File: src/egtl_pkg.sv
package egtl_pkg;

	// field widths fixed by the item formats
	localparam int TEMP_W    = 12;
	localparam int TEMP_INPUTS = 6;
	localparam int MASK_W    = 6;
	localparam int RPM_W     = 16;
	localparam int TICK_W    = 10;
	localparam int PCT_W     = 7;
	localparam int RETARD_W  = 14;
	localparam int LAMBDA_W  = 17;
	localparam int MS_W      = 32;
	localparam int CFG_IDX_W = 3;
	localparam int CFG_DAT_W = 16;

	// divider sizing: quotient is below 100, numerator is a 16-bit rpm offset times 100
	localparam int DIV_NUM_W = 23;
	localparam int DIV_DEN_W = 16;
	localparam int DIV_Q_W   = 7;
	localparam int DIV_SHIFT = DIV_Q_W - 1;
	localparam int DIV_CNT_W = 3;

	// comparison thresholds, degrees Celsius, in a widened signed domain
	localparam int CMP_W = 14;
	localparam logic signed [CMP_W-1:0] FAULT_LO  = -14'sd50;
	localparam logic signed [CMP_W-1:0] FAULT_HI  = 14'sd1500;
	localparam logic signed [CMP_W-1:0] HYST_BAND = 14'sd50;
	localparam logic signed [CMP_W-1:0] CUT_BAND  = 14'sd100;

	localparam logic [PCT_W-1:0] PCT_FULL = 7'd100;
	localparam logic [PCT_W-1:0] PCT_ZERO = 7'd0;

	typedef logic signed [TEMP_W-1:0] temp_t;

	typedef enum logic [CFG_IDX_W-1:0] {
		REG_ENABLE    = 3'd0,
		REG_MAX_TEMP  = 3'd1,
		REG_DELAY     = 3'd2,
		REG_START_RPM = 3'd3,
		REG_RPM_SPAN  = 3'd4,
		REG_BAND_TWO  = 3'd5,
		REG_MAX_RET   = 3'd6,
		REG_MAX_LAM   = 3'd7
	} cfg_reg_t;

	typedef enum logic [2:0] {
		ST_IDLE,
		ST_SCAN,
		ST_PICK,
		ST_UPDATE,
		ST_DIV,
		ST_MULT,
		ST_OUT
	} seq_state_t;

	typedef struct packed {
		logic                 start;
		logic [DIV_NUM_W-1:0] numer;
		logic [DIV_DEN_W-1:0] denom;
	} div_req_t;

	typedef struct packed {
		logic               busy;
		logic               done;
		logic [DIV_Q_W-1:0] quot;
	} div_stat_t;

endpackage

File: src/egtl_sample_if.sv
interface egtl_sample_if;
	logic                              valid;
	logic                              ready;
	egtl_pkg::temp_t                   temp_one;
	egtl_pkg::temp_t                   temp_two;
	egtl_pkg::temp_t                   temp_three;
	egtl_pkg::temp_t                   temp_four;
	egtl_pkg::temp_t                   temp_five;
	egtl_pkg::temp_t                   temp_six;
	logic [egtl_pkg::MASK_W-1:0]       valid_mask;
	logic [egtl_pkg::RPM_W-1:0]        engine_rpm;
	logic [egtl_pkg::TICK_W-1:0]       tick_ms;

	modport source (
		output valid, temp_one, temp_two, temp_three, temp_four, temp_five, temp_six,
		output valid_mask, engine_rpm, tick_ms,
		input  ready
	);

	modport sink (
		input  valid, temp_one, temp_two, temp_three, temp_four, temp_five, temp_six,
		input  valid_mask, engine_rpm, tick_ms,
		output ready
	);
endinterface

File: src/egtl_result_if.sv
interface egtl_result_if;
	logic                                valid;
	logic                                ready;
	egtl_pkg::temp_t                     egt_used;
	logic                                limiting_active;
	logic                                sensor_fault;
	logic [egtl_pkg::PCT_W-1:0]          limit_pct;
	logic [egtl_pkg::PCT_W-1:0]          throttle_pct;
	logic signed [egtl_pkg::RETARD_W-1:0] retard_centideg;
	logic [egtl_pkg::LAMBDA_W-1:0]       lambda_cut_scaled;
	logic [egtl_pkg::MS_W-1:0]           over_limit_ms;

	modport source (
		output valid, egt_used, limiting_active, sensor_fault, limit_pct, throttle_pct,
		output retard_centideg, lambda_cut_scaled, over_limit_ms,
		input  ready
	);

	modport sink (
		input  valid, egt_used, limiting_active, sensor_fault, limit_pct, throttle_pct,
		input  retard_centideg, lambda_cut_scaled, over_limit_ms,
		output ready
	);
endinterface

File: src/egtl_cfg_if.sv
interface egtl_cfg_if;
	logic                              valid;
	logic                              ready;
	logic [egtl_pkg::CFG_IDX_W-1:0]    index;
	logic [egtl_pkg::CFG_DAT_W-1:0]    data;

	modport source (output valid, index, data, input ready);
	modport sink (input valid, index, data, output ready);
endinterface

File: src/egtl_div.sv
module egtl_div (
	input  logic                clk,
	input  logic                arst_n,
	input  egtl_pkg::div_req_t  req,
	output egtl_pkg::div_stat_t stat
);

	localparam int DSH_W = egtl_pkg::DIV_DEN_W + egtl_pkg::DIV_SHIFT;
	localparam logic [egtl_pkg::DIV_CNT_W-1:0] LAST_STEP =
		egtl_pkg::DIV_CNT_W'(egtl_pkg::DIV_Q_W - 1);

	logic [egtl_pkg::DIV_NUM_W-1:0] rem_q;
	logic [DSH_W-1:0]               dsh_q;
	logic [egtl_pkg::DIV_Q_W-1:0]   quot_q;
	logic [egtl_pkg::DIV_CNT_W-1:0] cnt_q;
	logic                           busy_q;
	logic                           done_q;
	logic                           fits;
	logic [egtl_pkg::DIV_NUM_W-1:0] dsh_ext;

	// one restoring step: compare against the shifted divisor and subtract
	assign dsh_ext = egtl_pkg::DIV_NUM_W'(dsh_q);
	assign fits    = rem_q >= dsh_ext;

	// control
	always_ff @(posedge clk or negedge arst_n) begin
		if (!arst_n) begin
			busy_q <= 1'b0;
			done_q <= 1'b0;
			cnt_q  <= '0;
		end else begin
			done_q <= busy_q && (cnt_q == LAST_STEP);
			if (req.start) begin
				busy_q <= 1'b1;
				cnt_q  <= '0;
			end else if (busy_q) begin
				cnt_q <= cnt_q + 1'b1;
				if (cnt_q == LAST_STEP) begin
					busy_q <= 1'b0;
				end
			end
		end
	end

	// datapath
	always_ff @(posedge clk) begin
		if (req.start) begin
			rem_q  <= req.numer;
			dsh_q  <= {req.denom, {egtl_pkg::DIV_SHIFT{1'b0}}};
			quot_q <= '0;
		end else if (busy_q) begin
			if (fits) begin
				rem_q <= rem_q - dsh_ext;
			end
			quot_q <= {quot_q[egtl_pkg::DIV_Q_W-2:0], fits};
			dsh_q  <= dsh_q >> 1;
		end
	end

	assign stat = '{busy: busy_q, done: done_q, quot: quot_q};

endmodule

File: src/egt_overheat_limiter.sv
// Exhaust gas temperature overheat limiter. Each sample transfer carries six
// exhaust readings with a valid mask, engine rpm and elapsed milliseconds; each
// one yields exactly one result transfer. The block is not ready while a sample
// is in work: a sample passes a serial scan of SENSOR_COUNT (at most six)
// sensors, the select, update and scaling steps, a hand-off to the output
// register, and, when the rpm lies inside the ramp band, the serial restoring
// divider that forms the limit percent. A new sample is taken only after the
// last one is handed off; the hand-off stretches while an earlier result waits.
// The output register lets the next sample be taken while a result still waits.
// Configuration writes are taken at any cycle and must be made only while no
// sample is in work.
module egt_overheat_limiter #(
	parameter int SENSOR_COUNT = 6
) (
	input  logic                 clk,
	input  logic                 arst_n,
	egtl_sample_if.sink          sample,
	egtl_result_if.source        result,
	egtl_cfg_if.sink             cfg
);

	localparam int SCAN_N = (SENSOR_COUNT < egtl_pkg::TEMP_INPUTS) ?
		SENSOR_COUNT : egtl_pkg::TEMP_INPUTS;
	localparam int IDX_W  = (SCAN_N > 1) ? $clog2(SCAN_N) : 1;
	localparam logic [IDX_W-1:0] SCAN_LAST = IDX_W'(SCAN_N - 1);

	// configuration registers
	logic                              en_q;
	logic [10:0]                       max_temp_q;
	logic [15:0]                       delay_q;
	logic [egtl_pkg::RPM_W-1:0]        start_q;
	logic [egtl_pkg::RPM_W-1:0]        span_q;
	logic [egtl_pkg::PCT_W-1:0]        band_q;
	logic [5:0]                        maxret_q;
	logic [9:0]                        maxlam_q;

	// limiter state
	logic                              active_q;
	logic [egtl_pkg::PCT_W-1:0]        pct_q;
	logic                              run_q;
	logic [egtl_pkg::MS_W-1:0]         tmr_q;
	logic [egtl_pkg::MS_W-1:0]         over_q;
	logic [egtl_pkg::PCT_W-1:0]        thr_q;
	logic signed [egtl_pkg::RETARD_W-1:0] retard_q;
	logic [egtl_pkg::LAMBDA_W-1:0]     lambda_q;
	logic                              fault_q;
	logic                              mult_en_q;

	// sample latch and scan
	egtl_pkg::temp_t                   temps_in [egtl_pkg::TEMP_INPUTS];
	egtl_pkg::temp_t                   temp_q [SCAN_N];
	logic [SCAN_N-1:0]                 mask_q;
	logic [egtl_pkg::RPM_W-1:0]        rpm_q;
	logic [egtl_pkg::TICK_W-1:0]       tick_q;
	logic [IDX_W-1:0]                  scan_q;
	egtl_pkg::temp_t                   best_q;
	egtl_pkg::temp_t                   egt_q;
	logic                              scan_last;
	logic                              scan_take;
	logic                              first_ok;

	// output register
	logic                              res_valid_q;
	egtl_pkg::temp_t                   res_egt_q;
	logic                              res_act_q;
	logic                              res_fault_q;
	logic [egtl_pkg::PCT_W-1:0]        res_pct_q;
	logic [egtl_pkg::PCT_W-1:0]        res_thr_q;
	logic signed [egtl_pkg::RETARD_W-1:0] res_retard_q;
	logic [egtl_pkg::LAMBDA_W-1:0]     res_lambda_q;
	logic [egtl_pkg::MS_W-1:0]         res_over_q;

	// sequencer
	egtl_pkg::seq_state_t              state_q;
	egtl_pkg::seq_state_t              state_n;
	logic                              slot_free;
	logic                              take_sample;
	logic                              out_load;
	logic                              upd_en;

	// divider
	egtl_pkg::div_req_t                div_req;
	egtl_pkg::div_stat_t               div_st;

	// update step results
	logic signed [egtl_pkg::CMP_W-1:0] egt_x;
	logic signed [egtl_pkg::CMP_W-1:0] lim_x;
	logic                              upd_fault;
	logic                              exceeded;
	logic [egtl_pkg::MS_W:0]           tmr_sum;
	logic [egtl_pkg::MS_W:0]           over_sum;
	logic [egtl_pkg::MS_W-1:0]         tmr_inc;
	logic [egtl_pkg::MS_W-1:0]         over_inc;
	logic                              run_n;
	logic [egtl_pkg::MS_W-1:0]         tmr_n;
	logic                              act_n;
	logic [egtl_pkg::PCT_W-1:0]        pct_n;
	logic [egtl_pkg::MS_W-1:0]         over_n;
	logic [egtl_pkg::PCT_W-1:0]        thr_n;
	logic                              upd_div;
	logic [egtl_pkg::RPM_W:0]          rpm_end;
	logic [egtl_pkg::RPM_W-1:0]        rpm_diff;
	logic [egtl_pkg::DIV_NUM_W-1:0]    diff_ext;
	logic [12:0]                       prod_ret;
	logic [egtl_pkg::LAMBDA_W-1:0]     prod_lam;

	// configuration port
	assign cfg.ready = 1'b1;

	always_ff @(posedge clk or negedge arst_n) begin
		if (!arst_n) begin
			en_q       <= 1'b0;
			max_temp_q <= 11'd950;
			delay_q    <= 16'd0;
			start_q    <= 16'd0;
			span_q     <= 16'd1000;
			band_q     <= 7'd50;
			maxret_q   <= 6'd0;
			maxlam_q   <= 10'd0;
		end else if (cfg.valid) begin
			case (egtl_pkg::cfg_reg_t'(cfg.index))
				egtl_pkg::REG_ENABLE:    en_q       <= cfg.data[0];
				egtl_pkg::REG_MAX_TEMP:  max_temp_q <= cfg.data[10:0];
				egtl_pkg::REG_DELAY:     delay_q    <= cfg.data;
				egtl_pkg::REG_START_RPM: start_q    <= cfg.data;
				egtl_pkg::REG_RPM_SPAN:  span_q     <= cfg.data;
				egtl_pkg::REG_BAND_TWO:  band_q     <= cfg.data[6:0];
				egtl_pkg::REG_MAX_RET:   maxret_q   <= cfg.data[5:0];
				egtl_pkg::REG_MAX_LAM:   maxlam_q   <= cfg.data[9:0];
				default: ;
			endcase
		end
	end

	// sequencer next state
	assign slot_free = !res_valid_q || result.ready;
	assign scan_last = scan_q == SCAN_LAST;

	always_comb begin
		state_n = state_q;
		case (state_q)
			egtl_pkg::ST_IDLE:   if (sample.valid) state_n = egtl_pkg::ST_SCAN;
			egtl_pkg::ST_SCAN:   if (scan_last) state_n = egtl_pkg::ST_PICK;
			egtl_pkg::ST_PICK:   state_n = egtl_pkg::ST_UPDATE;
			egtl_pkg::ST_UPDATE: state_n = upd_div ? egtl_pkg::ST_DIV : egtl_pkg::ST_MULT;
			egtl_pkg::ST_DIV:    if (div_st.done) state_n = egtl_pkg::ST_MULT;
			egtl_pkg::ST_MULT:   state_n = egtl_pkg::ST_OUT;
			egtl_pkg::ST_OUT:    if (slot_free) state_n = egtl_pkg::ST_IDLE;
			default:             state_n = egtl_pkg::ST_IDLE;
		endcase
	end

	// sequencer outputs
	always_comb begin
		sample.ready  = 1'b0;
		upd_en        = 1'b0;
		out_load      = 1'b0;
		div_req.start = 1'b0;
		// divider operands: rpm offset times 100 over the span
		div_req.numer = (diff_ext << 6) + (diff_ext << 5) + (diff_ext << 2);
		div_req.denom = span_q;
		case (state_q)
			egtl_pkg::ST_IDLE:   sample.ready = 1'b1;
			egtl_pkg::ST_UPDATE: begin
				upd_en        = 1'b1;
				div_req.start = upd_div;
			end
			egtl_pkg::ST_OUT:    out_load = slot_free;
			default: ;
		endcase
	end

	assign take_sample = sample.valid && sample.ready;

	always_ff @(posedge clk or negedge arst_n) begin
		if (!arst_n) begin
			state_q <= egtl_pkg::ST_IDLE;
		end else begin
			state_q <= state_n;
		end
	end

	// sample latch
	assign temps_in[0] = sample.temp_one;
	assign temps_in[1] = sample.temp_two;
	assign temps_in[2] = sample.temp_three;
	assign temps_in[3] = sample.temp_four;
	assign temps_in[4] = sample.temp_five;
	assign temps_in[5] = sample.temp_six;

	always_ff @(posedge clk) begin
		if (take_sample) begin
			for (int i = 0; i < SCAN_N; i++) begin
				temp_q[i] <= temps_in[i];
			end
			mask_q <= sample.valid_mask[SCAN_N-1:0];
			rpm_q  <= sample.engine_rpm;
			tick_q <= sample.tick_ms;
		end
	end

	// serial scan for the hottest valid positive reading, one sensor a cycle
	assign scan_take = mask_q[scan_q] && (temp_q[scan_q] > best_q);
	assign first_ok  = mask_q[0] && (temp_q[0] > 0);

	always_ff @(posedge clk or negedge arst_n) begin
		if (!arst_n) begin
			scan_q <= '0;
		end else if (take_sample) begin
			scan_q <= '0;
		end else if (state_q == egtl_pkg::ST_SCAN && !scan_last) begin
			scan_q <= scan_q + 1'b1;
		end
	end

	always_ff @(posedge clk) begin
		if (take_sample) begin
			best_q <= '0;
		end else if (state_q == egtl_pkg::ST_SCAN && scan_take) begin
			best_q <= temp_q[scan_q];
		end
		if (state_q == egtl_pkg::ST_PICK) begin
			egt_q <= first_ok ? temp_q[0] : best_q;
		end
	end

	// limiter update: fault check, delay timer, bands and percent selection
	assign egt_x    = egtl_pkg::CMP_W'(egt_q);
	assign lim_x    = $signed({3'b000, max_temp_q});
	assign tmr_sum  = {1'b0, tmr_q} + (egtl_pkg::MS_W + 1)'(tick_q);
	assign over_sum = {1'b0, over_q} + (egtl_pkg::MS_W + 1)'(tick_q);
	assign tmr_inc  = tmr_sum[egtl_pkg::MS_W] ? '1 : tmr_sum[egtl_pkg::MS_W-1:0];
	assign over_inc = over_sum[egtl_pkg::MS_W] ? '1 : over_sum[egtl_pkg::MS_W-1:0];
	assign rpm_end  = {1'b0, start_q} + {1'b0, span_q};
	assign rpm_diff = rpm_q - start_q;
	assign diff_ext = egtl_pkg::DIV_NUM_W'(rpm_diff);

	always_comb begin
		upd_fault = 1'b0;
		exceeded  = egt_x > lim_x;
		run_n     = run_q;
		tmr_n     = tmr_q;
		act_n     = active_q;
		pct_n     = pct_q;
		over_n    = over_q;
		thr_n     = thr_q;
		upd_div   = 1'b0;
		if (!en_q) begin
			act_n  = 1'b0;
			pct_n  = egtl_pkg::PCT_ZERO;
			over_n = '0;
			thr_n  = egtl_pkg::PCT_FULL;
		end else if (egt_x < egtl_pkg::FAULT_LO || egt_x > egtl_pkg::FAULT_HI) begin
			upd_fault = 1'b1;
			thr_n     = egtl_pkg::PCT_ZERO;
			pct_n     = egtl_pkg::PCT_FULL;
			act_n     = 1'b1;
		end else begin
			// delay timer starts at the first exceedance
			if (exceeded && !run_q) begin
				run_n = 1'b1;
				tmr_n = '0;
			end else if (run_q) begin
				tmr_n = tmr_inc;
			end
			act_n = exceeded && (tmr_n >= egtl_pkg::MS_W'(delay_q));
			pct_n = egtl_pkg::PCT_ZERO;
			if (act_n) begin
				if (rpm_q < start_q) begin
					pct_n = egtl_pkg::PCT_ZERO;
				end else if ({1'b0, rpm_q} >= rpm_end) begin
					pct_n = egtl_pkg::PCT_FULL;
				end else begin
					upd_div = 1'b1;
				end
				over_n = over_inc;
			end
			// release below the hysteresis band
			if (egt_x < lim_x - egtl_pkg::HYST_BAND) begin
				run_n   = 1'b0;
				tmr_n   = '0;
				act_n   = 1'b0;
				pct_n   = egtl_pkg::PCT_ZERO;
				upd_div = 1'b0;
			end
			// throttle bands, held between the two cut bands
			if (egt_x <= lim_x) begin
				thr_n = egtl_pkg::PCT_FULL;
			end else if (egt_x <= lim_x + egtl_pkg::HYST_BAND) begin
				thr_n = band_q;
			end else if (egt_x > lim_x + egtl_pkg::CUT_BAND) begin
				thr_n = egtl_pkg::PCT_ZERO;
			end
		end
	end

	// retard and lambda scaling by the limit percent
	assign prod_ret = {6'b0, pct_q} * {7'b0, maxret_q};
	assign prod_lam = {10'b0, pct_q} * {7'b0, maxlam_q};

	always_ff @(posedge clk or negedge arst_n) begin
		if (!arst_n) begin
			active_q  <= 1'b0;
			pct_q     <= egtl_pkg::PCT_ZERO;
			run_q     <= 1'b0;
			tmr_q     <= '0;
			over_q    <= '0;
			thr_q     <= egtl_pkg::PCT_FULL;
			retard_q  <= '0;
			lambda_q  <= '0;
			fault_q   <= 1'b0;
			mult_en_q <= 1'b0;
		end else begin
			if (upd_en) begin
				active_q  <= act_n;
				pct_q     <= pct_n;
				run_q     <= run_n;
				tmr_q     <= tmr_n;
				over_q    <= over_n;
				thr_q     <= thr_n;
				fault_q   <= upd_fault;
				mult_en_q <= en_q && !upd_fault;
				if (!en_q) begin
					retard_q <= '0;
					lambda_q <= '0;
				end
			end
			if (state_q == egtl_pkg::ST_DIV && div_st.done) begin
				pct_q <= div_st.quot;
			end
			if (state_q == egtl_pkg::ST_MULT && mult_en_q) begin
				retard_q <= -$signed({1'b0, prod_ret});
				lambda_q <= prod_lam;
			end
		end
	end

	egtl_div u_div (
		.clk    (clk),
		.arst_n (arst_n),
		.req    (div_req),
		.stat   (div_st)
	);

	// output register
	always_ff @(posedge clk or negedge arst_n) begin
		if (!arst_n) begin
			res_valid_q <= 1'b0;
		end else if (out_load) begin
			res_valid_q <= 1'b1;
		end else if (result.ready) begin
			res_valid_q <= 1'b0;
		end
	end

	always_ff @(posedge clk) begin
		if (out_load) begin
			res_egt_q    <= egt_q;
			res_act_q    <= active_q;
			res_fault_q  <= fault_q;
			res_pct_q    <= pct_q;
			res_thr_q    <= thr_q;
			res_retard_q <= retard_q;
			res_lambda_q <= lambda_q;
			res_over_q   <= over_q;
		end
	end

	assign result.valid             = res_valid_q;
	assign result.egt_used          = res_egt_q;
	assign result.limiting_active   = res_act_q;
	assign result.sensor_fault      = res_fault_q;
	assign result.limit_pct         = res_pct_q;
	assign result.throttle_pct      = res_thr_q;
	assign result.retard_centideg   = res_retard_q;
	assign result.lambda_cut_scaled = res_lambda_q;
	assign result.over_limit_ms     = res_over_q;

	// checks
	a_ready_not_dividing: assert property (@(posedge clk) disable iff (!arst_n)
		sample.ready |-> !div_st.busy)
		else $error("sample ready while divider busy");

	a_done_in_div: assert property (@(posedge clk) disable iff (!arst_n)
		div_st.done |-> state_q == egtl_pkg::ST_DIV)
		else $error("divider finished outside divide step");

	a_fault_outputs: assert property (@(posedge clk) disable iff (!arst_n)
		(result.valid && result.sensor_fault) |->
		(result.limit_pct == egtl_pkg::PCT_FULL && result.throttle_pct == egtl_pkg::PCT_ZERO
		&& result.limiting_active))
		else $error("fault result without emergency outputs");

endmodule
File: src/flat_wrapper.sv
// flat-port wrapper written by rule: the top's interface ports become plain ports
module egt_overheat_limiter_flat 
#(
	parameter int SENSOR_COUNT = 6
)
  (clk, arst_n, sample_valid, sample_temp_one, sample_temp_two, sample_temp_three, sample_temp_four, sample_temp_five, sample_temp_six, sample_valid_mask, sample_engine_rpm, sample_tick_ms, sample_ready, result_valid, result_egt_used, result_limiting_active, result_sensor_fault, result_limit_pct, result_throttle_pct, result_retard_centideg, result_lambda_cut_scaled, result_over_limit_ms, result_ready, cfg_valid, cfg_index, cfg_data, cfg_ready);
  egtl_sample_if sample_i ();
  egtl_result_if result_i ();
  egtl_cfg_if cfg_i ();
  input  logic clk;
  input  logic arst_n;
  input wire logic [$bits(sample_i.valid)-1:0] sample_valid;
  input wire logic [$bits(sample_i.temp_one)-1:0] sample_temp_one;
  input wire logic [$bits(sample_i.temp_two)-1:0] sample_temp_two;
  input wire logic [$bits(sample_i.temp_three)-1:0] sample_temp_three;
  input wire logic [$bits(sample_i.temp_four)-1:0] sample_temp_four;
  input wire logic [$bits(sample_i.temp_five)-1:0] sample_temp_five;
  input wire logic [$bits(sample_i.temp_six)-1:0] sample_temp_six;
  input wire logic [$bits(sample_i.valid_mask)-1:0] sample_valid_mask;
  input wire logic [$bits(sample_i.engine_rpm)-1:0] sample_engine_rpm;
  input wire logic [$bits(sample_i.tick_ms)-1:0] sample_tick_ms;
  output wire logic [$bits(sample_i.ready)-1:0] sample_ready;
  output wire logic [$bits(result_i.valid)-1:0] result_valid;
  output wire logic [$bits(result_i.egt_used)-1:0] result_egt_used;
  output wire logic [$bits(result_i.limiting_active)-1:0] result_limiting_active;
  output wire logic [$bits(result_i.sensor_fault)-1:0] result_sensor_fault;
  output wire logic [$bits(result_i.limit_pct)-1:0] result_limit_pct;
  output wire logic [$bits(result_i.throttle_pct)-1:0] result_throttle_pct;
  output wire logic [$bits(result_i.retard_centideg)-1:0] result_retard_centideg;
  output wire logic [$bits(result_i.lambda_cut_scaled)-1:0] result_lambda_cut_scaled;
  output wire logic [$bits(result_i.over_limit_ms)-1:0] result_over_limit_ms;
  input wire logic [$bits(result_i.ready)-1:0] result_ready;
  input wire logic [$bits(cfg_i.valid)-1:0] cfg_valid;
  input wire logic [$bits(cfg_i.index)-1:0] cfg_index;
  input wire logic [$bits(cfg_i.data)-1:0] cfg_data;
  output wire logic [$bits(cfg_i.ready)-1:0] cfg_ready;
  assign sample_i.valid = sample_valid;
  assign sample_i.temp_one = sample_temp_one;
  assign sample_i.temp_two = sample_temp_two;
  assign sample_i.temp_three = sample_temp_three;
  assign sample_i.temp_four = sample_temp_four;
  assign sample_i.temp_five = sample_temp_five;
  assign sample_i.temp_six = sample_temp_six;
  assign sample_i.valid_mask = sample_valid_mask;
  assign sample_i.engine_rpm = sample_engine_rpm;
  assign sample_i.tick_ms = sample_tick_ms;
  assign sample_ready = sample_i.ready;
  assign result_valid = result_i.valid;
  assign result_egt_used = result_i.egt_used;
  assign result_limiting_active = result_i.limiting_active;
  assign result_sensor_fault = result_i.sensor_fault;
  assign result_limit_pct = result_i.limit_pct;
  assign result_throttle_pct = result_i.throttle_pct;
  assign result_retard_centideg = result_i.retard_centideg;
  assign result_lambda_cut_scaled = result_i.lambda_cut_scaled;
  assign result_over_limit_ms = result_i.over_limit_ms;
  assign result_i.ready = result_ready;
  assign cfg_i.valid = cfg_valid;
  assign cfg_i.index = cfg_index;
  assign cfg_i.data = cfg_data;
  assign cfg_ready = cfg_i.ready;
  egt_overheat_limiter #(.SENSOR_COUNT(SENSOR_COUNT)) u_core (.clk(clk), .arst_n(arst_n), .sample(sample_i), .result(result_i), .cfg(cfg_i));
endmodule
File: config.mk
export PLATFORM = sky130hd
export DESIGN_NAME = egt_overheat_limiter_flat
export DESIGN_NICKNAME = d
export VERILOG_FILES = /design/src/egtl_pkg.sv /design/src/egtl_sample_if.sv /design/src/egtl_result_if.sv /design/src/egtl_cfg_if.sv /design/src/egtl_div.sv /design/src/egt_overheat_limiter.sv /design/src/flat_wrapper.sv
export SDC_FILE = /design/constraint.sdc
export NUM_CORES = 1
export LEC_CHECK = 0
export BUFFER_PORTS_ARGS = -buffer_cell sky130_fd_sc_hd__buf_2
export CORE_UTILIZATION = 56
export DETAILED_ROUTE_END_ITERATION = 16
export GPL_TIMING_DRIVEN = 1
export PLACE_DENSITY = 0.78
export SLEW_MARGIN = 30
export SYNTH_ARGS = -nofsm -noshare
export SYNTH_HDL_FRONTEND = slang
export SYNTH_HIERARCHICAL = 1
export SYNTH_SLANG_ARGS = --single-unit
File: constraint.sdc
create_clock -name clk -period 7.6 [get_ports clk]
set_clock_uncertainty 0.2 [all_clocks]
set_input_delay 0 -clock clk [delete_from_list [all_inputs] [get_ports clk]]
set_output_delay 0 -clock clk [all_outputs]
set_load 0.02 [all_outputs]
Word level (Yosys, flattened, before mapping)
Memories as Yosys holds them, arrays and structs flattened. Cells that the tools add are included.

Add/sub/neg operators: 13. $mul: 2. Order comparisons: 14. Eq/ne operators: 23. Multiplexer cells: 71. Bitwise gates (word level): 1. Reduce and logical (&&, ||, !) cells: 41.

Operators by type and width (number): $mux W32 (10); $mux W7 (13); $mux W23 (3); $add A32 B10 Y33 (2); $mux W17 (3); $mux W22 (2); $mux W14 (3); $ge A32 B16 Y1 (1); $eq A3 B3 Y1 const B (9); $mux W1 (26); $gt A12 B12 Y1 (2); $mux W3 (8); $add A22 B21 Y23 (1); $add A23 B18 Y23 (1); $ge A23 B22 Y1 (1); $sub A23 B22 Y23 (1); $reduce_and A2 Y1 (11); $pmux W3 S7 (1); $add A16 B16 Y17 (1); $ge A16 B17 Y1 (1); $mul A7 B10 Y17 (1); $lt A16 B16 Y1 (1); $sub A16 B16 Y16 (1); $neg A13 Y14 (1); other kinds (28) (61).

Flip-flop bits (word level): 407. Bits in writable memories: 72. Output and inout bits: 94. Word-level logic and storage cells: 207. Memories kept: 1.

Memories: u_core.temp_q (words 6, width 12, rd ports 2, clocked after Yosys merged registers in 0, write ports 6, RTL line egt_overheat_limiter.sv:51) `egtl_pkg::temp_t temp_q [SCAN_N];`.

Longest topological paths before layout
Gate-level depths: netlist of run 1.

Depth in word-level cells: 15. Mapped depth: 27. Gate-level depth less buffers: 25.

Modules after synthesis
Netlist of run 1, hierarchy kept.

By module, submodules not included: egt_overheat_limiter (times used 1, cells each 2452, area each 25954.9 µm²); egtl_div (times used 1, cells each 425, area each 3789.9 µm²).

Worst setup path before layout of run 1
Ideal clock, no wire load.

Path kind: reg-to-reg. From: register u_core.state_q[0]. To: register u_core.res_egt_q[0] (netlist: u_core/result.egt_used[0]), enable pin. Setup time: 671 ps. Arrival time: 7345 ps. Required time: 6729 ps. Path slack: -615 ps. Cell stages (with the launch flop): 5. Buffers on the path: 1. Period minus slack after synthesis: 8215 ps. Cells stage by stage: dfrtp_1 > clkbuf_1 > inv_1 > nand2_1 > nor3b_1.

Cells in the longest elaborated chain, start to end: 2.

Ends and longest elaborated chain: from (decl) (RTL line egt_overheat_limiter.sv:74) `egtl_pkg::seq_state_t state_q;`; from (signal assigned) (RTL line egt_overheat_limiter.sv:177) `state_q <= egtl_pkg::ST_IDLE;`; from (signal assigned) (RTL line egt_overheat_limiter.sv:179) `state_q <= state_n;`; $eq A3 B3 Y1 (RTL line egt_overheat_limiter.sv:162) `case (state_q)`; $mux W1 (RTL line egt_overheat_limiter.sv:162); via u_core.out_load (RTL line egt_overheat_limiter.sv:78) `logic out_load;`; to (signal assigned) (RTL line egt_overheat_limiter.sv:358) `res_egt_q <= egt_q;`; to (decl) (RTL line egt_overheat_limiter.sv:64) `egtl_pkg::temp_t res_egt_q;`.

The timed path passes the listed nets, and every way through them passes these cells. A chain may end at the register's enable or synchronous reset.

==> results of run 1 <==
per-layer routing:
| layer | GRT usage, % | vias up | routed length [um] |
|---|---|---|---|
| li1 | - | 11200 | - |
| met1 | 39.0 | 11900 | 32600 |
| met2 | 50.8 | 1174 | 39300 |
| met3 | 6.00 | 238 | 6500 |
| met4 | 12.4 | 0 | 3360 |
| met5 | 0 | - | 0 |
how the worst max path moves through the flow:
stage / start / slack, ps / endpoint
finish: u_core/start_q[0] / 1270 / u_core/u_div/rem_q[21]
global route: u_core/span_q[0] / 790 / u_core/u_div/rem_q[11]
CTS: u_core/start_q[0] / 1290 / u_core/u_div/rem_q[21]
detailed placement: u_core/start_q[0] / 1330 / u_core/u_div/rem_q[21]
global placement: u_core/start_q[0] / 1480 / u_core/u_div/rem_q[5]
floorplan: u_core/max_temp_q[7] / 1510 / u_core/u_div/rem_q[0]
where the power goes:
group	internal (uW)	total (uW)	switching (uW)
sequential	3220	3640	423
combinational	2310	5680	3370
clock	1370	2460	1090
total	6900	11800	4890
critical path, cell delays in order (launching register included):
cell and delay (ps):
dfrtp_1 400, ha_1 240, fa_1 410, a21o_1 170, a21oi_1 240, o21bai_1 130, a2111oi_0 570, o31ai_1 220
o21ai_0 190, nand2b_1 100, a21o_1 180, a21oi_1 170, xor2_1 100, ha_1 320, o21a_1 120, o21ai_0 90
a2111oi_0 450, o211ai_1 310, and3b_1 330, and2_2 260, buf_12 220, or3_1 380, a211oi_1 190, a211oi_1 80
repair_timing:
item,4_1_cts,5_1_grt
hold buffers,263,0
endpoints found under the hold margin,405,0
endpoints found under the setup margin,0,0
registers in the layout, summed over array words and instances, names as in the netlist, 17 cells and up:
register	count
u_core/u_div/rem_q	23
u_core/result.over_limit_ms	32
u_core/temp_q	72
u_core/over_q	32
u_core/result.lambda_cut_scaled	17
u_core/u_div/dsh_q	22
u_core/lambda_q	17
u_core/tmr_q	32
final cells by class:
| type | instances | area (um^2) |
|---|---|---|
| sequential | 479 | 13100 |
| inverter | 254 | 953 |
| clock inverter | 33 | 279 |
| timing repair buffer | 505 | 3960 |
| multi-input combinational | 2046 | 15300 |
| fill | 3846 | 16700 |
| tap | 688 | 861 |
| clock buffer | 63 | 1340 |
| antenna | 3 | 7.51 |
metrics by stage:
stage	std cells	area, um^2	setup WS (ps)
floorplan	2877	29700	1510
global route	4071	35900	792
global placement	3708	31500	1480
detailed placement	3709	31600	1330
finish	4071	35900	1270
CTS	4068	35800	1290
==> impl_metrics.csv, run 1 <==
group,metric,value,unit
run_status,outcome,"finished, final reports clean",
placement,port_buffers,220,
yosys,ys_warn_count,6,
yosys,synthesis.area,0.0297,mm^2
sta,hold_ws,77.5,ps
sta,hold_viol,0,
clock_network,clk_pin_slew,60,ps
floorplan,start_util,56.6,%
routing,drcViolationCount,0,
flow_run,maxCapViolCount,0,
floorplan,die_y,232,um
routing,dr.pass1.iters,8,
worst_setup_path,timing.rr.start,"u_core/start_q[0]",
sta,worst_slew_pin_slew,980,ps
worst_setup_path,r2r_end,"u_core/u_div/rem_q[21]",
clock_network,post_cts_resized,0,
clock_network,cts_tree,"yes",
floorplan,core-area,0.0526,mm^2
worst_setup_path,path_class,"flip-flop to flip-flop",
sta,max_slew_margin,34.7,%
global_route,grt_usage,30.6,%
clock_network,post_cts_buffers,0,
floorplan,ios,222,
sta,fin_crit_sh,83.2,%
cells_and_area,layout.nets,3801,
pwr,power_density,329,mW/mm^2
worst_setup_path,r2r_cells,23,
min_path,holdPathEnd,"u_core/delay_q[12]",
routing,viasPerCell,6.02,
cells_and_area,fin_util,68.2,%
global_route,grt_max_degree,161,
cells_and_area,final_common_cell,"nand2_1",
floorplan,fp-row-count,84,
min_path,hold_class,"input pin to flip-flop",
sta,fin_crit,6330,ps
routing,wirelength,81800,um
pwr,power_leakage,0.0154,uW
global_route,antenna_found_initial,3,
sta,rsz0062_at_grt,"false",
clock_network,cts_buffers,51,
yosys,syn_inst,2876,
worst_setup_path,startpoint_type,"flip-flop",
cells_and_area,final_cell_mix,"nand2_1 (331), dlygate4sd3_1 (262), ha_1 (258)",
cells_and_area,drive_gt1_share,13.7,%
min_path,min-delay-start,"cfg_data[12]",
worst_setup_path,r2r_slack,1270,ps
yosys,avgSynthCellArea,10.3,um^2
floorplan,die_w,232,um
placement,dp_hpwl,54200,um
worst_setup_path,worstPathArrival,6470,ps
sta,final_max_slew_viol_count,0,
min_path,hold-path-cell-count,4,
clock_network,h-tree-depth,2,
global_route,grt_pass1_wl,130000,um
sta,fmax,0.158,GHz
clock_network,numClockSinks,479,
global_route,grt_pass1_vias,24600,
routing,routedWlPerCell,20.1,um
pwr,p_total,11800,uW
clock_network,clock_path_buffers,3,
clock_network,root_buffer,"clkbuf_16",
floorplan,die-area,0.0540,mm^2
worst_setup_path,crit_path_end_kind,"flip-flop",
routing,ant_nets,0,
worst_setup_path,path_max_fanout,92,
global_route,overflow,0,
pwr,irDropWorstVdd,0.000400,V
clock_network,clock_latency,610,ps
sta,setup_viol,0,
cells_and_area,area_growth,20.6,%
routing,dr_total_vias,24500,
sta,tns,0,ps
worst_setup_path,crit_required,7740,ps
routing,first_iter_violations,2214,
placement,gp_congestion,0.935,
No activity file was read; power rests on OpenSTA's default activity.
==> run 2, diff against run 1 <==
--- a/config.mk
+++ b/config.mk
@@ -5,11 +5,12 @@
 export SDC_FILE = /design/constraint.sdc
 export NUM_CORES = 1
 export LEC_CHECK = 0
+export ABC_AREA = 1
 export BUFFER_PORTS_ARGS = -buffer_cell sky130_fd_sc_hd__buf_2
-export CORE_UTILIZATION = 56
+export CORE_UTILIZATION = 62
 export DETAILED_ROUTE_END_ITERATION = 16
 export GPL_TIMING_DRIVEN = 1
-export PLACE_DENSITY = 0.78
+export PLACE_DENSITY = 0.82
 export SLEW_MARGIN = 30
 export SYNTH_ARGS = -nofsm -noshare
 export SYNTH_HDL_FRONTEND = slang
==> constraint.sdc (replaced) <==
create_clock -name clk -period 6.5 [get_ports clk]
set_clock_uncertainty 0.2 [all_clocks]
set_input_delay 0 -clock clk [delete_from_list [all_inputs] [get_ports clk]]
set_output_delay 0 -clock clk [all_outputs]
set_load 0.02 [all_outputs]
==> impl_metrics.csv, run 2 <==
group,metric,value,unit
sta,final_max_slew_viol_count,0,
routing,routed.top_layer,"met4",
worst_setup_path,timing.rr.start,"u_core/max_temp_q[1]",
sta,fin_crit_sh,89.5,%
clock_network,post_cts_resized,0,
run_status,outcome,"finished, final reports clean",
clock_network,clock_path_buffers,3,
global_route,antenna_found_initial,2,
worst_setup_path,path_max_fanout,31,
sta,setup_viol,0,
routing,wl_met3,8010,um
sta,setup_ws,683,ps
cells_and_area,top_register,"u_core/temp_q",
worst_setup_path,crit_required,6810,ps
routing,first_iter_violations,3506,
worst_setup_path,startpoint_type,"flip-flop",
routing,met2_length,41600,um
worst_setup_path,worstPathArrival,6120,ps
cells_and_area,final_common_cell,"nand2_1",
cells_and_area,fin_util,74.8,%
cells_and_area,drive_gt1_share,9.45,%
cells_and_area,final_cell_mix,"nand2_1 (928), inv_1 (530), nand3_1 (265)",
worst_setup_path,cp_slowest_cell,"dfstp_2",
routing,m1WireLength,34300,um
floorplan,fp-row-count,81,
cells_and_area,fillers,3320,
cells_and_area,area_growth,19.1,%
min_path,hold_class,"input pin to flip-flop",
sta,hold_ws,80.3,ps
yosys,synthesis.area,0.0307,mm^2
clock_network,cts_buffers,51,
global_route,overflow,0,
placement,gp_congestion,0.995,
worst_setup_path,path_class,"flip-flop to flip-flop",
global_route,grt_usage,35.5,%
yosys,avgSynthCellArea,8.39,um^2
global_route,grt_max_degree,97,
placement,dp_hpwl,55500,um
min_path,min-delay-start,"cfg_data[11]",
clock_network,cts_tree,"yes",
cells_and_area,layout.nets,4536,
clock_network,h-tree-depth,2,
floorplan,ios,222,
floorplan,start_util,62.8,%
placement,port_buffers,220,
global_route,grt_pass1_wl,141000,um
routing,dr.pass1.iters,7,
routing,dr_total_vias,27800,
clock_network,numClockSinks,479,
floorplan,die_w,225,um
clock_network,clk_pin_slew,60,ps
routing,viasPerCell,5.82,
clock_network,cts_hold_buf,239,
sta,hold_viol,0,
clock_network,post_cts_buffers,0,
pwr,power_leakage,0.0176,uW
pwr,irDropWorstVdd,0.000327,V
pwr,p_total,14200,uW
sta,rsz0062_at_grt,"false",
sta,tns,0,ps
routing,ant_nets,0,
worst_setup_path,startpoint,"u_core/max_temp_q[1]",
placement,preCtsSetupSlack,861,ps
clock_network,clock_latency,620,ps
flow_run,maxCapViolCount,0,
sta,fin_crit,5820,ps
global_route,grt_pass1_vias,27100,
worst_setup_path,crit_path_end_kind,"flip-flop",
cells_and_area,largest_reg_flops,72,
floorplan,core-area,0.0490,mm^2
routing,drcViolationCount,0,
sta,worst_slew_pin_slew,980,ps
sta,fmax,0.172,GHz
floorplan,die-area,0.0504,mm^2
clock_network,root_buffer,"clkbuf_16",
yosys,syn_inst,3662,
yosys,ys_warn_count,6,
worst_setup_path,slowest_delay,600,ps
pwr,power_density,387,mW/mm^2
routing,routedWlPerCell,18.6,um
floorplan,die_y,225,um
sta,max_slew_margin,34.2,%
routing,wirelength,88900,um
[run 2: changes by cell type in the layout (fill, tap and decap cells not counted), sizes merged, moves of 26 or more]
| cell | before | now |
|---|---|---|
| nand2 | 331 | 932 |
| inv | 257 | 538 |
| nand3 | 76 | 271 |
| o21ai | 194 | 275 |
| mux2 | 60 | 0 |
| a21oi | 140 | 196 |
| and2 | 47 | 2 |
| xnor2 | 73 | 28 |
| a21o | 49 | 6 |
| mux2i | 42 | 0 |
| xor2 | 32 | 64 |
| and3 | 31 | 2 |
| nor2 | 172 | 200 |
| o31ai | 31 | 5 |
[run 2: where the power goes]
| part | switching (uW) | internal [uW] | total, uW |
|---|---|---|---|
| Sequential | 476 | 3810 | 4280 |
| Clock | 1310 | 1940 | 3260 |
| Combinational | 4210 | 2410 | 6630 |
| Total | 6000 | 8170 | 14200 |
[run 2: through the flow]
step           area (um^2)  std cells
6_report             36600       4781
3_3_place_gp         32300       4444
3_5_place_dp         32300       4444
4_1_cts              36600       4779
2_1_floorplan        30700       3663
5_1_grt              36600       4780
[run 2: per-layer routing]
| layer | vias to the layer above | track usage [%] |
|---|---|---|
| li1 | 12900 | - |
| met3 | 410 | 6.07 |
| met1 | 12900 | 44.9 |
| met5 | - | 0 |
| met4 | 0 | 18.1 |
| met2 | 1622 | 58.8 |
[run 2: final cells by class]
cell class | instances | area, um^2 | area share [%]
Antenna cell | 2 | 5.00 | 0.0137
Multi-Input combinational cell | 2524 | 15100 | 41.3
Clock inverter | 36 | 492 | 1.34
Sequential cell | 479 | 13100 | 35.8
Timing Repair Buffer | 477 | 3660 | 9.99
Inverter | 539 | 2030 | 5.54
Clock buffer | 60 | 1360 | 3.72
Tap cell | 664 | 831 | 2.27
[run 2: worst paths after layout]
check	to	slack, ps	depth (start not counted)
worst min-delay path	u_core/delay_q[11]	80	4
worst max-delay path	u_core/u_div/dsh_q[2]	680	30
worst max register to register	u_core/u_div/dsh_q[2]	680	30
min in group asynchronous	u_core/span_q[8]	340	3
worst min register to register	u_core/result.lambda_cut_scaled[5]	250	0
max in group asynchronous	u_core/scan_q[1]	4810	4
[run 2: critical path: cells and delay by family (launching register included)]
family | cells | cell delay (ps)
AO/OA/AOI/OAI | 6 | 830
adder cells (fa/ha/maj) | 2 | 640
buffers and inverters | 6 | 1390
flip-flops | 1 | 600
AND/OR/NAND/NOR | 16 | 2050
